File: config.mk
export PLATFORM = sky130hd
export DESIGN_NAME = aqs_ctrl
export DESIGN_NICKNAME = d
export VERILOG_FILES = /design/src/rtl/aqs_pkg.sv /design/src/rtl/aqs_ctrl.sv
export SDC_FILE = /design/constraint.sdc
export NUM_CORES = 1
export LEC_CHECK = 0
export ABC_AREA = 1
export BUFFER_PORTS_ARGS = -buffer_cell sky130_fd_sc_hd__buf_2
export CAP_MARGIN = 30
export CORE_UTILIZATION = 31
export DETAILED_ROUTE_END_ITERATION = 6
export PLACE_DENSITY = 0.61
export SYNTH_ARGS = -nofsm -noshare
export SYNTH_HDL_FRONTEND = slang
export SYNTH_SLANG_ARGS = --single-unit
File: constraint.sdc
create_clock -name aclk -period 1.1 [get_ports aclk]
set_input_delay 0.11 -clock aclk [delete_from_list [all_inputs] [get_ports aclk]]
set_output_delay 0.11 -clock aclk [all_outputs]
set_load 0.01 [all_outputs]
File: src/rtl/aqs_pkg.sv
// ============================================================================
// aqs_pkg
// Shared widths and controller/datapath command and status types for the
// aliquot sum block.
// ============================================================================
package aqs_pkg;

    localparam int NUM_W      = 10;               // number / table index width
    localparam int TABLE_SIZE = 1 << NUM_W;       // factor table depth
    localparam int SUM_W      = 12;               // divisor sum width
    localparam int CNT_W      = $clog2(NUM_W);    // divider step counter
    localparam int S_TDATA_W  = 16;
    localparam int M_TDATA_W  = 16;

    // controller -> datapath
    typedef struct packed {
        logic clr_wr;     // clear table entry i, advance i (wraps to 2)
        logic scan_rd;    // read table[i]
        logic prime_wr;   // table[i] = i, j = i*i
        logic i_next;     // i = i + 1
        logic mark_rd;    // read table[j]
        logic mark_wr;    // table[j] = i if empty, j = j + i
        logic load;       // take a new number
        logic look_rd;    // read table[rest]
        logic group;      // fold factor into series, start divide
        logic div_step;   // one restoring divide step
        logic close;      // sigma = sigma * series
        logic out_load;   // load result word
    } aqs_cmd_t;

    // datapath -> controller
    typedef struct packed {
        logic rd_zero;    // read entry is still empty
        logic i_last;     // i at last table index
        logic sq_in;      // i*i inside table
        logic j_in;       // j+i inside table
        logic div_last;   // final divide step
        logic quo_one;    // quotient of final step is one
        logic num_small;  // incoming number below two
        logic out_free;   // result register can take a word
    } aqs_status_t;

endpackage

File: src/rtl/aqs_ctrl.sv
// ============================================================================
// aqs_ctrl
// Controller: sieve sequencing after reset, then per-number factoring steps.
// ============================================================================
module aqs_ctrl (
    input  logic                 aclk,
    input  logic                 aresetn,
    input  logic                 in_valid,
    output logic                 in_ready,
    input  aqs_pkg::aqs_status_t status,
    output aqs_pkg::aqs_cmd_t    cmd
);
    import aqs_pkg::*;

    typedef enum logic [3:0] {
        ST_CLR,
        ST_SCAN_RD,
        ST_SCAN_CHK,
        ST_NEXT,
        ST_MARK_RD,
        ST_MARK_WR,
        ST_IDLE,
        ST_LOOK,
        ST_GROUP,
        ST_DIV,
        ST_CLOSE,
        ST_OUT
    } state_t;

    state_t state_reg;
    state_t state_next;

    always_comb begin
        cmd        = '0;
        state_next = state_reg;
        unique case (state_reg)
            ST_CLR: begin
                cmd.clr_wr = 1'b1;
                if (status.i_last) state_next = ST_SCAN_RD;
            end
            ST_SCAN_RD: begin
                cmd.scan_rd = 1'b1;
                state_next  = ST_SCAN_CHK;
            end
            ST_SCAN_CHK: begin
                if (status.rd_zero) begin
                    cmd.prime_wr = 1'b1;
                    state_next   = status.sq_in ? ST_MARK_RD : ST_NEXT;
                end else begin
                    state_next = ST_NEXT;
                end
            end
            ST_NEXT: begin
                if (status.i_last) begin
                    state_next = ST_IDLE;
                end else begin
                    cmd.i_next = 1'b1;
                    state_next = ST_SCAN_RD;
                end
            end
            ST_MARK_RD: begin
                cmd.mark_rd = 1'b1;
                state_next  = ST_MARK_WR;
            end
            ST_MARK_WR: begin
                cmd.mark_wr = 1'b1;
                state_next  = status.j_in ? ST_MARK_RD : ST_NEXT;
            end
            ST_IDLE: begin
                if (in_valid) begin
                    cmd.load   = 1'b1;
                    state_next = status.num_small ? ST_CLOSE : ST_LOOK;
                end
            end
            ST_LOOK: begin
                cmd.look_rd = 1'b1;
                state_next  = ST_GROUP;
            end
            ST_GROUP: begin
                cmd.group  = 1'b1;
                state_next = ST_DIV;
            end
            ST_DIV: begin
                cmd.div_step = 1'b1;
                if (status.div_last) state_next = status.quo_one ? ST_CLOSE : ST_LOOK;
            end
            ST_CLOSE: begin
                cmd.close  = 1'b1;
                state_next = ST_OUT;
            end
            ST_OUT: begin
                if (status.out_free) begin
                    cmd.out_load = 1'b1;
                    state_next   = ST_IDLE;
                end
            end
            default: state_next = ST_CLR;
        endcase
    end

    always_ff @(posedge aclk) begin
        if (!aresetn) begin
            state_reg <= ST_CLR;
        end else begin
            state_reg <= state_next;
        end
    end

    assign in_ready = (state_reg == ST_IDLE);

endmodule

==> results of run 1 <==
## per-layer routing
metal,global-route usage,vias to the layer above
li1,-,369
met1,0.240,333
met2,0.425,23
met3,0.0333,0
met4,0.0250,0
met5,0,-
## placed cells by master, fill, tap and decap left out, drive strengths merged
master / instances
clkbuf: 3
buf: 40
nand2: 29
o21ai: 2
nor3: 1
and3: 1
a21oi: 5
inv: 19
nand3b: 3
nor2: 20
dfxtp: 4
nand3: 9
## worst min-delay path by stage
stage / slack (ps) / end / from
after global placement: 390 / state_reg[2] / aresetn
after global routing: 170 / state_reg[0] / aresetn
after floorplan: 250 / cmd[8] / status[6]
after detailed placement: 390 / state_reg[2] / aresetn
final: 150 / state_reg[0] / aresetn
after CTS: 150 / state_reg[0] / aresetn
## repair_timing
item	CTS	global route
pin swaps	11	2
endpoints found under the setup margin	17	17
resized for setup	24	16
setup buffers	3	0
## cells by family after synthesis
family	after synthesis	share of synthesized area
compound gates	7	0.0763
buf+inv	19	0.155
flops	4	0.174
simple gates	63	0.594
## power groups by stage
stage / registers [mW] / logic (mW) / clock network [mW]
after detailed placement: 0.270 / 0.953 / 0
after CTS: 0.308 / 1.12 / 0.183
after floorplan: 0.260 / 0.550 / 0
final: 0.333 / 1.23 / 0.182
after global placement: 0.267 / 0.951 / 0
after global routing: 0.342 / 1.34 / 0.193
## critical path: cells and delay by family (launching register included)
family                 cells  cell delay (ps)
flip-flops                 1              370
buffers and inverters      3              260
AND/OR/NAND/NOR            3              320
## through the flow
stage                     cells  hold WS (ps)
after CTS                   151           154
after global placement      145           390
final                       151           152
after floorplan              93           255
after detailed placement    145           387
after global routing        151           172
## cell type report
class                   count  area (um^2)
clock buffers               3         22.5
multi-input cells          70          408
fillers                   119          442
flip-flops and latches      4         95.1
well taps                  15         18.8
repair buffers             40          274
inverters                  19         73.8
==> results by group, run 1 <==
Worst setup path
  • CP max-delay cell: dfxtp_4
  • Launching instance or port of the critical path: state_reg[0]
  • Data arrival time of the worst path: around 1200 ps
  • Worst R2R Start: state_reg[0]
  • Startpoint class of the critical path: flop
  • Most Frequent Cell on Critical Path: inv_2
  • Slowest Stage Delay on Critical Path: about 370 ps
  • CP Data Required Time: just under 1000 ps
  • Worst path cell trace: inv_2 -> nand2_2 -> nor2_4 -> inv_2 -> nor2_1 -> buf_2
  • Worst Reg2Reg Path Length in Cells: 8
  • Reg2Reg Setup Slack: -150 ps
  • Max FO, Critical Path: 6
  • Critical setup path kind: flop to output port
  • Capture point of the critical path: cmd[5]
  • End of the worst register-to-register path: state_reg[1]
  • Critical Path Sink Type: output port

Floorplanning
  • Number of placement rows: 13
  • Die boundary width: just over 40 um
  • Height of the chip: just over 40 um
  • Die Area: ~1600 um^2
  • Core Region: 1330 um^2
  • Initial core utilization: 0.344
  • IO Count: 24

STA
  • Highest clock rate: between 700 and 800 MHz
  • Worst setup slack after layout: -195 ps
  • Max_slew headroom: 0.829
  • Number of failing setup endpoints in the final timing report: 17
  • Clk_skew: ~3.8 ps
  • Final period util: 1.18
  • Final-report hold violation count: 0
  • Setup repair after global routing missed its margin: yes
  • Summed negative setup slack over all endpoints: -2500 ps
  • Number of pins with negative max-slew slack in the final report: 0
  • Min Clock Period, post-route: around 1300 ps
  • Worst-Margin Slew: 256 ps

Yosys
  • Leading cell type by number of instances after synthesis: nand2_1
  • List of most frequent post-synthesis cells: 29 x nand2_1, 18 x inv_1, 16 x nor2_1, 9 x nand3_1, 5 x a21oi_1
  • Number of synthesized register bits: 4
  • Most instantiated flip-flop cell in the synthesis netlist: dfxtp_1
  • Synthesized netlist cell count: 93
  • Number of enable-type register cells in the synthesized netlist: 0
  • Post-synthesis cell type with the largest combined area: nand2_1
  • Area fraction of the dominant cell type after synthesis: 0.237
  • Share of synthesized flip-flops with an asynchronous set or reset: 0
  • Number of nets in the synthesized netlist: 104
  • Post-Synthesis Mean Instance Area: just under 5 um^2
  • Synth unique cells: 13
  • Most area-consuming cells after synthesis: nand2_1 24%, dfxtp_1 17%, inv_1 15%
  • Synth warn: 0
  • Cell area after synthesis: between 400 and 500 um^2
  • Seq/Total Area, Yosys: 0.174

Clock tree
  • Maximum clock insertion buffer count: 2
  • CTS buffer count: 3
  • Clk Latency, worst-skew pair: 230 ps
  • Count of hold-fix buffers inserted at cts: 0
  • Count of H-tree levels built during CTS: 1
  • Reg clk slew, reported paths: roughly 40 ps
  • Clock tree from TritonCTS: yes
  • CTS sink count: 4
  • Clock Root Buffer: clkbuf_4

Pwr
  • Worst VDD drop: about 0.96 mV
  • P_leak: around 0.5 nW
  • Internal Pwr Total: approximately 0.94 mW
  • Sw Pwr: about 0.81 mW
  • Power share of the sequential group: 0.190
  • Switch share: 0.464
  • Power per standard cell area: between 1500 and 2000 nW/um^2
  • Combinational group share of total power: 0.705
  • Total power after layout: 1.75 mW
  • Clock Power Share: 0.104

Finish
  • Share of post-route cells with drive strength above 1: 0.559
  • Post-layout nets: 149
  • Antenna diode count: 0
  • Design area: just under 900 um^2
  • Post-route core utilization: 0.669
  • Number of flip-flops under the largest register name: 4
  • Area Growth Syn to Fin: 94.3%

Route
  • Post-detailed-route count of antenna-violating nets: 0
  • Detailed-routed wire length on met3: between 60 and 70 um
  • Max Used Layer: met3
  • Vias: 725
  • Total wirelength of the detailed-routed design: about 1600 um
  • Wire length on met1: 673 um
  • Via/cell ratio: 4.80
  • Total iterations of the first detailed-routing run: 5
  • Routed wire per std cell: approximately 11 um
  • DRC violation total after the first TritonRoute iteration: 20
  • WL met2: 872 um
  • Remaining design rule violation count: 0

Global routing
  • Aggregate global routing overflow: 0
  • Vias in the first global route: a little over 600
  • Total Routing Usage GR: 0.215
  • Maximum number of pins on one net before global-route repair: 9
  • Global-route wire length before repair: between 2000 and 2500 um
  • Antenna violations before repair: 0

Place
  • Sum of net half-perimeters after detailed placement: about 1300 um
  • Final Wtd Congestion: 0.862
  • I/O Buffers: 23
  • Post-placement cell area: between 700 and 800 um^2
  • Worst setup timing slack at the placement stage: -192 ps

Min path
  • Min-delay worst type: primary input to flop
  • Hold depth: 3

Outcome
  • Violated checks: setup timing
  • Outcome: complete, but fails checks

Run
  • Reported max-cap violation count: 0
No activity file was read; power rests on OpenSTA's default activity.
==> run 2: changes to the inputs <==
ABC_AREA = not set   (was 1)
PLACE_DENSITY = 0.64   (was 0.61)
==> run 2 against run 1 <==
Compared with the run above: the run still ends with setup timing left; sequential share of layout area is 2.5 points lower; global-route usage is 3.9 points higher; sequential cell count stayed put; routed wire length is 37% higher; via count is 12% higher; worst setup slack worse by 200 ps; clock-buffer cell count stayed put; synthesized area is 13% higher; design area is 28% higher; die area is 12% higher; critical path type unchanged.
==> results by group, run 2 <==
Outcome
  • Outcome: complete, but fails checks
  • Violated checks: setup timing

Finish
  • Leading cell type in the layout, fill and taps excluded: buf_4
  • Antenna diode count: 0 (unchanged)
  • Area Growth Syn to Fin: 120%
  • Post-route core utilization: 0.739 (+0.0706)
  • Number of flip-flops under the largest register name: 4 (unchanged)
  • Top library cells by usage in the layout, fill and taps aside: 25 x buf_4, 19 x buf_2, 15 x buf_6, 7 x nor2_1
  • Final non-filler cell total: 144 (-4.6%)
  • Post-layout nets: 141 (-5.4%)
  • Share of post-route cells with drive strength above 1: 0.727 (+0.168)
  • Fill cell instance count of the final layout: 111 (-6.7%)

Route
  • Routed wire per std cell: 15.4 um (+44%)
  • Remaining design rule violation count: 0 (unchanged)
  • Vias: 810 (+12%)
  • Total wirelength of the detailed-routed design: 2210 um (+37%)
  • Post-detailed-route count of antenna-violating nets: 0 (unchanged)
  • Via/cell ratio: 5.63 (+17%)
  • DRC violation total after the first TritonRoute iteration: 5 (-75%)
  • Total iterations of the first detailed-routing run: 4 (-1)

Worst setup path
  • Critical Path Sink Type: output port
  • Reg2Reg Setup Slack: -370 ps (-220 ps)
  • Slowest Stage Delay on Critical Path: 380 ps (about the same)
  • Launching instance or port of the critical path: state_reg[2]
  • Worst Reg2Reg Path Length in Cells: 7 (-1)
  • CP max-delay cell: dfxtp_4
  • Capture point of the critical path: cmd[5]
  • End of the worst register-to-register path: state_reg[0]
  • Max FO, Critical Path: 8 (+2)
  • Worst R2R Start: state_reg[3]
  • CP Data Required Time: 990 ps (about the same)
  • Worst path cell trace: buf_6 -> or2b_4 -> nor2_4 -> and2_4 -> buf_6
  • Startpoint class of the critical path: flop
  • Critical setup path kind: flop to output port
  • Most Frequent Cell on Critical Path: buf_6
  • Data arrival time of the worst path: 1390 ps (+200 ps)

Clock tree
  • CTS sink count: 4 (unchanged)
  • Maximum clock insertion buffer count: 2 (unchanged)
  • Count of H-tree levels built during CTS: 1 (unchanged)
  • Clock Root Buffer: clkbuf_4
  • Clock tree from TritonCTS: yes
  • Clk Latency, worst-skew pair: 240 ps (about the same)
  • Count of hold-fix buffers inserted at cts: 0 (unchanged)
  • CTS buffer count: 3 (unchanged)
  • Reg clk slew, reported paths: 40 ps (about the same)

Pwr
  • Sw Pwr: 0.832 mW (+2.7%)
  • Power per standard cell area: 1790 nW/um^2 (-8.8%)
  • P_leak: 0.547 nW (+10%)
  • Worst VDD drop: 1.02 mV (+7.0%)
  • Internal Pwr Total: 1.20 mW (+28%)
  • Clock Power Share: 0.093 (-0.011)
  • Power share of the sequential group: 0.134 (-0.056)
  • Switch share: 0.409 (-0.0550)
  • Combinational group share of total power: 0.773 (+0.068)

Global routing
  • Maximum number of pins on one net before global-route repair: 9 (unchanged)
  • Met3 Usage GRT: 0.0298 (-0.00355)
  • Aggregate global routing overflow: 0 (unchanged)
  • Vias in the first global route: 786 (+30%)
  • Grt met2 use: 0.445 (+0.0209)
  • Global-route wire length before repair: 3530 um (+51%)
  • Total Routing Usage GR: 0.253 (+0.0386)
  • Met1 capacity usage during global routing: 0.303 (+0.0631)
  • GRT busiest layer: met2
  • Antenna violations before repair: 0 (unchanged)

Yosys
  • Leading cell type by number of instances after synthesis: nor2_1
  • Post-Synthesis Mean Instance Area: 7.21 um^2 (+46%)
  • Post-synthesis cell type with the largest combined area: dfxtp_1
  • Number of enable-type register cells in the synthesized netlist: 0 (unchanged)
  • Number of synthesized register bits: 4 (unchanged)
  • Number of nets in the synthesized netlist: 83 (-20%)
  • Synth warn: 0 (unchanged)
  • Synthesized netlist cell count: 72 (-23%)
  • Area fraction of the dominant cell type after synthesis: 0.154 (-0.0828)
  • Cell area after synthesis: 519 um^2 (+13%)
  • Share of synthesized flip-flops with an asynchronous set or reset: 0 (unchanged)
  • Most instantiated flip-flop cell in the synthesis netlist: dfxtp_1
  • List of most frequent post-synthesis cells: 9 x nor2_1, 5 x buf_2, 5 x nor3_1, 4 x dfxtp_1, 4 x o21ai_0
  • Seq/Total Area, Yosys: 0.154 (-0.0202)
  • Most area-consuming cells after synthesis: dfxtp_1 15%, nor2_1 6.5%, buf_2 4.8%
  • Synth unique cells: 37 (+24)

STA
  • Number of failing setup endpoints in the final timing report: 17 (unchanged)
  • Setup repair after global routing missed its margin: yes
  • Highest clock rate: 667 MHz (-14%)
  • Max_slew headroom: 0.757 (-0.0715)
  • Final-layout worst hold slack: 141 ps (-11.3 ps)
  • Final period util: 1.36 (+0.185)
  • Final-report hold violation count: 0 (unchanged)
  • Min Clock Period, post-route: 1500 ps (+203 ps)
  • Summed negative setup slack over all endpoints: -4640 ps (-2130 ps)
  • Worst setup slack after layout: -398 ps (-203 ps)
  • Clk_skew: 8.74 ps (+4.95 ps)
  • Number of pins with negative max-slew slack in the final report: 0 (unchanged)
  • Worst-Margin Slew: 364 ps (+108 ps)

Place
  • Total instance count after detailed placement: 125 (-14%)
  • Sum of net half-perimeters after detailed placement: 1290 um (+2.2%)
  • Final Wtd Congestion: 0.831 (-3.6%)
  • I/O Buffers: 23 (unchanged)

Run
  • Reported max-cap violation count: 0 (unchanged)

Floorplanning
  • Number of placement rows: 14 (+1)
  • Die Area: 1840 um^2 (+12%)
  • Die boundary width: 42.9 um (+6.0%)
  • Height of the chip: 42.9 um (+6.0%)
  • Initial core utilization: 0.337 (-0.00743)
  • IO Count: 24 (unchanged)
  • Core Region: 1540 um^2 (+16%)

Min path
  • Min-delay worst type: primary input to flop
run 2: cell count changes after synthesis, sizes merged, moves of 4 or more:
cell / delta
a21oi: -4
buf: +6
inv: -17
nand2: -26
nand3: -7
nor2: -11
nor3: +4
o21ai: +4
run 2: critical path: cells and delay by family, from the launching register on:
family        cells  cell delay [ps]
buf+inv           2              210
flops             1              380
simple gates      3              550
run 2: cell families after synthesis:
kind of cell           after synthesis  synth area share
flip-flops                           4             0.154
buffers and inverters                9            0.0843
AO/OA/AOI/OAI                       20             0.308
AND/OR/NAND/NOR                     39             0.453
run 2: per-stage QoR:
stage	area (um^2)	setup slack, ps	power [mW]
finish	1140	-398	2.04
floorplan	564	-337	0.855
global placement	805	-334	1.22
CTS	1040	-395	1.82
detailed placement	805	-371	1.24
global route	1140	-440	2.17
run 2: worst min-delay path by stage:
stage,from,to,slack [ps],cells past startpoint
final,aresetn,state_reg[2],140,2
after global routing,aresetn,state_reg[2],160,2
after CTS,aresetn,state_reg[2],130,2
after detailed placement,aresetn,state_reg[2],390,2
after global placement,aresetn,state_reg[2],400,2
after floorplan,aresetn,state_reg[2],240,1
run 2: repair_timing:
item,in CTS,in global routing
resized for setup,33,15
gates cloned,1,0
setup endpoints to repair,17,17
pin swaps,9,6
setup buffers,12,3
run 2: layout make-up:
class,instances,area [um^2],share of cell area
inverter,2,10.0,0.00878
sequential,4,92.6,0.0812
timing repair buffer,60,467,0.409
multi-input combinational,59,528,0.463
clock buffer,3,22.5,0.0198
tap,16,20.0,0.0176
run 2: power groups by stage:
stage / Combinational [mW] / Clock [mW] / Sequential, mW
finish: 1.57 / 0.190 / 0.272
global route: 1.68 / 0.214 / 0.277
CTS: 1.35 / 0.200 / 0.267
detailed placement: 0.994 / 0 / 0.244
global placement: 0.980 / 0 / 0.240
floorplan: 0.631 / 0 / 0.223
run 2: per-layer routing:
metal	up-vias	part of all wire
met5	-	0
met4	0	0.026
met3	9	0.037
met2	28	0.53
met1	382	0.41
li1	391	-
